## config.mk

```make
export PLATFORM = sky130hd
export DESIGN_NAME = stfl_ctrl
export DESIGN_NICKNAME = d
export VERILOG_FILES = /design/src/rtl/stfl_pkg.sv /design/src/rtl/stfl_ctrl.sv
export SDC_FILE = /design/constraint.sdc
export NUM_CORES = 1
export LEC_CHECK = 0
export BUFFER_PORTS_ARGS = -buffer_cell sky130_fd_sc_hd__buf_2
export CAP_MARGIN = 40
export CORE_AREA = 3 3 40 42
export CTS_BUF_LIST = sky130_fd_sc_hd__clkbuf_2
export DETAILED_ROUTE_END_ITERATION = 16
export DIE_AREA = 0 0 43 45
export PLACE_DENSITY = 0.75
export SYNTH_ARGS = -nofsm -noshare
export SYNTH_HDL_FRONTEND = slang
export SYNTH_SLANG_ARGS = --single-unit
```

## constraint.sdc

```tcl
create_clock -name clk -period 1.4 [get_ports clk]
set_clock_uncertainty 0.2 [all_clocks]
set_input_delay 0.14 -clock clk [delete_from_list [all_inputs] [get_ports clk]]
set_output_delay 0.14 -clock clk [all_outputs]
set_load 0.05 [all_outputs]
```

## src/rtl/stfl_pkg.sv

```systemverilog
// Shared types, codes and sizes for the sorted table floor lookup block.
package stfl_pkg;

	// Table size and the widths that follow from it.
	localparam int TABLE_DEPTH = 256;
	localparam int IDX_W = (TABLE_DEPTH > 1) ? $clog2(TABLE_DEPTH) : 1;
	localparam int CNT_W = $clog2(TABLE_DEPTH + 1);
	localparam int PRB_W = CNT_W + 1;

	// Field widths and stream packing.
	localparam int KEY_W = 16;
	localparam int LINE_W = 16;
	localparam int OFF_W = 17;
	localparam int RES_W = 17;
	localparam int ENTRY_W = KEY_W + LINE_W;
	localparam int IN_DATA_W = ((KEY_W + LINE_W + OFF_W + 7) / 8) * 8;
	localparam int OUT_DATA_W = ((RES_W + 7) / 8) * 8;
	localparam int OP_W = 2;
	localparam int STATUS_W = 3;

	// Operation codes carried in the input tuser.
	typedef enum logic [OP_W-1:0] {
		OP_CLEAR  = 2'd0,
		OP_APPEND = 2'd1,
		OP_QUERY  = 2'd2,
		OP_NONE   = 2'd3
	} op_t;

	// Result status codes carried in the output tuser.
	typedef enum logic [STATUS_W-1:0] {
		ST_OK     = 3'd0,
		ST_PASS   = 3'd1,
		ST_EMPTY  = 3'd2,
		ST_BEFORE = 3'd3,
		ST_FULL   = 3'd4
	} status_t;

	// Source of a result loaded into the result register.
	typedef enum logic [2:0] {
		RES_ZERO_OK,
		RES_FULL,
		RES_PASS,
		RES_EMPTY,
		RES_BEFORE,
		RES_RAM,
		RES_HELD
	} res_t;

	// Controller states.
	typedef enum logic [2:0] {
		S_IDLE,
		S_DECODE,
		S_SRCH_ADDR,
		S_SRCH_CMP,
		S_SCAN_ADDR,
		S_SCAN_CMP,
		S_DONE
	} state_t;

	// Commands from the controller to the datapath.
	typedef struct packed {
		logic load;
		logic clear;
		logic append;
		logic init;
		logic probe_rd;
		logic halve;
		logic take;
		logic scan_init;
		logic scan_rd;
		logic scan_adv;
		logic res_en;
		res_t res_sel;
		logic push;
	} cmd_t;

	// Status from the datapath to the controller.
	typedef struct packed {
		op_t  op;
		logic full;
		logic empty;
		logic off_nonpos;
		logic half_zero;
		logic probe_out;
		logic idx_end;
		logic gt;
		logic eq;
		logic lt;
		logic have;
		logic out_free;
	} stat_t;

endpackage

```

## src/rtl/stfl_ctrl.sv

```systemverilog
// Controller state machine that sequences clear, append and the table search.
module stfl_ctrl
	import stfl_pkg::*;
(
	input  logic  clk,
	input  logic  arst_n,
	input  logic  in_valid,
	output logic  in_ready,
	input  stat_t st,
	output cmd_t  cmd
);
	state_t state_q;
	state_t state_d;

	// State register.
	always_ff @(posedge clk or negedge arst_n) begin
		if (!arst_n) begin
			state_q <= S_IDLE;
		end else begin
			state_q <= state_d;
		end
	end

	// Next state.
	always_comb begin
		state_d = state_q;
		unique case (state_q)
			S_IDLE: begin
				if (in_valid) state_d = S_DECODE;
			end
			S_DECODE: begin
				if (st.op == OP_QUERY && !st.off_nonpos && !st.empty) begin
					state_d = S_SRCH_ADDR;
				end else begin
					state_d = S_DONE;
				end
			end
			S_SRCH_ADDR: begin
				if (st.half_zero) begin
					state_d = S_SCAN_ADDR;
				end else if (!st.probe_out) begin
					state_d = S_SRCH_CMP;
				end
			end
			S_SRCH_CMP: begin
				state_d = st.eq ? S_DONE : S_SRCH_ADDR;
			end
			S_SCAN_ADDR: begin
				state_d = st.idx_end ? S_DONE : S_SCAN_CMP;
			end
			S_SCAN_CMP: begin
				state_d = (st.lt || st.eq) ? S_DONE : S_SCAN_ADDR;
			end
			S_DONE: begin
				if (st.out_free) state_d = S_IDLE;
			end
			default: state_d = S_IDLE;
		endcase
	end

	// Commands for the datapath.
	always_comb begin
		cmd = '0;
		cmd.res_sel = RES_ZERO_OK;
		in_ready = 1'b0;
		unique case (state_q)
			S_IDLE: begin
				in_ready = 1'b1;
				cmd.load = in_valid;
			end
			S_DECODE: begin
				unique case (st.op)
					OP_CLEAR: begin
						cmd.clear = 1'b1;
						cmd.res_en = 1'b1;
					end
					OP_APPEND: begin
						cmd.append = !st.full;
						cmd.res_en = 1'b1;
						cmd.res_sel = st.full ? RES_FULL : RES_ZERO_OK;
					end
					OP_QUERY: begin
						if (st.off_nonpos) begin
							cmd.res_en = 1'b1;
							cmd.res_sel = RES_PASS;
						end else if (st.empty) begin
							cmd.res_en = 1'b1;
							cmd.res_sel = RES_EMPTY;
						end else begin
							cmd.init = 1'b1;
						end
					end
					default: begin
						cmd.res_en = 1'b1;
					end
				endcase
			end
			S_SRCH_ADDR: begin
				if (st.half_zero) begin
					cmd.scan_init = 1'b1;
				end else if (st.probe_out) begin
					cmd.halve = 1'b1;
				end else begin
					cmd.probe_rd = 1'b1;
				end
			end
			S_SRCH_CMP: begin
				if (st.eq) begin
					cmd.res_en = 1'b1;
					cmd.res_sel = RES_RAM;
				end else begin
					cmd.take = 1'b1;
					cmd.halve = 1'b1;
				end
			end
			S_SCAN_ADDR: begin
				if (st.idx_end) begin
					cmd.res_en = 1'b1;
					cmd.res_sel = st.have ? RES_HELD : RES_BEFORE;
				end else begin
					cmd.scan_rd = 1'b1;
				end
			end
			S_SCAN_CMP: begin
				if (st.lt) begin
					cmd.res_en = 1'b1;
					cmd.res_sel = st.have ? RES_HELD : RES_BEFORE;
				end else if (st.eq) begin
					cmd.res_en = 1'b1;
					cmd.res_sel = RES_RAM;
				end else begin
					cmd.scan_adv = 1'b1;
				end
			end
			S_DONE: begin
				cmd.push = st.out_free;
			end
			default: begin
				cmd = '0;
			end
		endcase
	end

endmodule

```

==> flow_metrics.tcl, run 1 <==
set metrics [dict create \
    status "stopped before the end" \
    stop_stage "global routing (5_1_grt)" \
    error "[ERROR DPL-0033] detailed placement checks failed during check placement." \
    dp_hpwl_mm 1.34 \
    ctsHtreeMaxLevel 1 \
    worstEndpointType "top-level output" \
    cts_buffers 3 \
    synth_top_area_frac 0.153 \
    postSynthCellCount 67 \
    gp_congestion 0.782 \
    die_w_um 43 \
    antenna_found_initial 0 \
    initial_utilization 0.383 \
    grt_start_max_net_pins 9 \
    yosysTopAreaCell "dfrtp_1" \
    port-buffer-count 30 \
    cts_root_buf "clkbuf_2" \
    ys_seq_area_frac 0.153 \
    avgSynthCellArea_um2 7.34 \
    syn_nets 86 \
    synth.area.top_cells "dfrtp_1, ha_1, nor2b_1" \
    rows 13 \
    netlist_area_um2 492 \
    cts.path.max_buffers 2 \
    io_pins 32 \
    grt_worst_setup_endpoint "cmd[14]" \
    ys_ff_latch 3 \
    clock_sinks 3 \
    die_h_um 45 \
    synth_cell_types 26 \
    synth_warnings 0 \
]
==> logic make-up after synthesis <==
logic type                 count (synthesis)  share of synthesized area
buffers and inverters                      8                     0.0712
adders and majority gates                  3                     0.0763
DFF                                        3                      0.153
AOI/OAI and AO/OA                         16                      0.242
and+or+nand+nor                           35                      0.417
muxes                                      2                     0.0407
==> through the flow <==
step | cell area (um^2) | std cells | setup slack (ns)
after floorplan | 652 | 67 | -0.353
after global placement | 892 | 124 | -0.237
after detailed placement | 892 | 124 | -0.285
after CTS | 1230 | 135 | -0.301
==> Yosys cell counts <==
master	instances
and2_1	4
nand3_1	1
a211oi_1	2
ha_1	3
o31ai_1	1
dfrtp_1	3
nand2b_1	5
nor4b_1	2
nor3_1	2
and4_1	1
o21ba_1	1
o22ai_1	1
or3b_4	1
a311o_1	1
nor3b_1	2
buf_2	4
mux2i_1	2
nor2b_1	6
a221o_1	1
inv_1	4
a32o_1	2
nand2_1	4
o21ai_0	6
nor2_1	6
and3_1	1
a21bo_2	1
==> what timing repair did <==
action                                  in CTS
hold buffers                                 1
hold endpoints to repair                     3
endpoints found under the setup margin      19
buffers inserted                             6
resized for setup                           73
pin swaps                                   12
==> inputs of run 2 (changes only) <==
--- a/config.mk
+++ b/config.mk
@@ -7,11 +7,10 @@
 export LEC_CHECK = 0
 export BUFFER_PORTS_ARGS = -buffer_cell sky130_fd_sc_hd__buf_2
 export CAP_MARGIN = 40
-export CORE_AREA = 3 3 40 42
-export CTS_BUF_LIST = sky130_fd_sc_hd__clkbuf_2
+export CORE_AREA = 3 3 64 66
 export DETAILED_ROUTE_END_ITERATION = 16
-export DIE_AREA = 0 0 43 45
-export PLACE_DENSITY = 0.75
+export DIE_AREA = 0 0 67 69
+export PLACE_DENSITY_LB_ADDON = 0.15
 export SYNTH_ARGS = -nofsm -noshare
 export SYNTH_HDL_FRONTEND = slang
 export SYNTH_SLANG_ARGS = --single-unit
==> constraint.sdc (replaced) <==
create_clock -name clk -period 1.82 [get_ports clk]
set_clock_uncertainty 0.2 [all_clocks]
set_input_delay 0.182 -clock clk [delete_from_list [all_inputs] [get_ports clk]]
set_output_delay 0.182 -clock clk [all_outputs]
set_load 0.05 [all_outputs]
==> flow_metrics.tcl, run 2 <==
set metrics [dict create \
    post_dp_cell_area_um2 761 \
    share_clk_of_total_power 0.131 \
    grt_pass1_vias 658 \
    grt_pass1_wl_mm 2.88 \
    max_cap_viol_count 0 \
    die_area_um2 4620 \
    ys_seq_area_frac 0.153 \
    netSwitchingFraction 0.518 \
    synth-main-ff-cell "dfrtp_1" \
    postLayoutCellArea_um2 921 \
    synth_cell_types 26 \
    fin_cells 153 \
    cts_root_buf "clkbuf_8" \
    wl_mm 1.74 \
    ir_drop_mv 0.397 \
    synth_top_area_frac 0.153 \
    setup_viol 0 \
    synthToLayoutAreaGrowth_pct 87.3 \
    relSlewSlack 0.828 \
    fin_crit_ns 1.76 \
    status "completed" \
    netlist_area_um2 492 \
    hold_class "in2async" \
    fin_tns_setup_ns 0 \
    die_w_um 67 \
    placedCellCount 147 \
    reg_top3 "state_q (3)" \
    grtUsageTotal 0.0779 \
    cts_buffers 3 \
    firstDrtPassIters 3 \
    pre_cts_ws_ns 0.105 \
    ys_ff_latch 3 \
    period_share 0.967 \
    final_common_cell "buf_2" \
    avgRoutedWirePerCell_um 11.4 \
    largest_reg_flops 3 \
    grt.overflow.total 0 \
    worst_pin_slew_ns 0.260 \
    antenna_left 0 \
    cp_max_fo 6 \
    arrival_ns 1.38 \
    synth_edf_count 0 \
    io_pins 32 \
    final_cell_mix "buf_2, buf_4, buf_6" \
    seqPwrFrac 0.119 \
    drc 0 \
    drive_gt1_frac 0.543 \
    worst_hold_slack_ns 0.0960 \
    drtIter0Drc 8 \
    initial_utilization 0.135 \
    port-buffer-count 30 \
    ctsHtreeMaxLevel 1 \
    switchingPower_uw 751 \
    cts.path.max_buffers 2 \
    regToRegStartpoint "state_q[1]$_DFFE_PN0P_" \
    max_freq_ghz 0.568 \
    synthTopCellsByCount "nor2_1, nor2b_1, o21ai_0" \
    gp_congestion 0.695 \
    top_register "state_q" \
    slew_viol_final 0 \
    vias 615 \
    yosysTopAreaCell "dfrtp_1" \
    end_kind "primary output" \
    p_int_uw 699 \
    clock_sinks 3 \
    path_class "reg2out" \
    setup_slack_ns 0.0607 \
    syn_nets 86 \
    synth.area.top_cells "dfrtp_1, ha_1, nor2b_1" \
    cts_tree "yes" \
    grt_start_max_net_pins 14 \
    startpoint "state_q[1]$_DFFE_PN0P_" \
    total_power_mw 1.45 \
    synth_warnings 0 \
    vias_per_cell 4.02 \
    die_h_um 69 \
    grt_setup_unrepaired "false" \
    cp-start-kind "register" \
    synthArstFlopShare 1.00 \
    rows 22 \
    antenna_found_initial 0 \
    fin_util 0.253 \
    path_clk_slew_ns 0.03 \
    required_ns 1.44 \
    leakage_nw 0.429 \
    postSynthCellCount 67 \
    dp_hpwl_mm 1.37 \
    finalNetCount 125 \
    core_area_um2 3630 \
    pwr-share-comb 0.750 \
    finalHoldViolations 0 \
    avgSynthCellArea_um2 7.34 \
    antennaDiodeCount 0 \
    clk_latency_ns 0.21 \
    p_per_area_nw_per_um2 1580 \
]
run 2: cell counts after synthesis:
No cell type changed its count.
run 2: worst paths after layout:
path | endpoint | slack, ns | cells past startpoint
worst max-delay path | cmd[14] | 0.06 | 5
worst min-delay path | state_q[2]$_DFFE_PN0P_ | 0.1 | 2
worst max register to register | state_q[1]$_DFFE_PN0P_ | 0.32 | 4
worst min register to register | state_q[2]$_DFFE_PN0P_ | 0.41 | 1
max in group asynchronous | state_q[0]$_DFFE_PN0P_ | 1.20 | 2
min in group clk | state_q[0]$_DFFE_PN0P_ | 0.13 | 4
run 2: critical path, stage by stage (launching register included):
cell     delay [ns]
dfrtp_2        0.45
buf_6          0.16
buf_4          0.14
nor3_4         0.11
and2_4         0.16
buf_6          0.15
run 2: logic make-up after synthesis:
logic type | Yosys count | share of synthesized area
adders and majority gates | 3 | 0.0763
buffers and inverters | 8 | 0.0712
AOI/OAI and AO/OA | 16 | 0.242
muxes | 2 | 0.0407
DFF | 3 | 0.153
and+or+nand+nor | 35 | 0.417
run 2: final cells by class:
class,instances,area [um^2]
clock buffer,4,45.0
fill,408,2710
inverter,4,15.0
multi-input combinational,56,455
sequential,3,78.8
tap,48,60.1
timing repair buffer,38,267
run 2: what timing repair did:
action,in CTS,in global routing
resized for setup,8,29
endpoints found under the hold margin,3,0
setup buffers,0,1
hold buffers,1,0
pin swaps,0,1
endpoints found under the setup margin,9,10
run 2: layer usage:
metal,up-vias,GRT usage,wire [um]
met2,14,0.120,857
met1,287,0.109,823
met5,-,0,0
li1,314,-,-
met3,0,0.00489,57
met4,0,0.0338,0
run 2: power by group through the flow:
stage          registers [mW]  logic (mW)  clock network (mW)
2_1_floorplan           0.128       0.708                   0
3_3_place_gp            0.169       0.914                   0
3_5_place_dp            0.167       0.915                   0
4_1_cts                 0.173       0.944               0.197
5_1_grt                 0.180        1.17               0.207
6_report                0.173        1.09               0.191
Note: power is estimated with default switching activity, not from simulation.
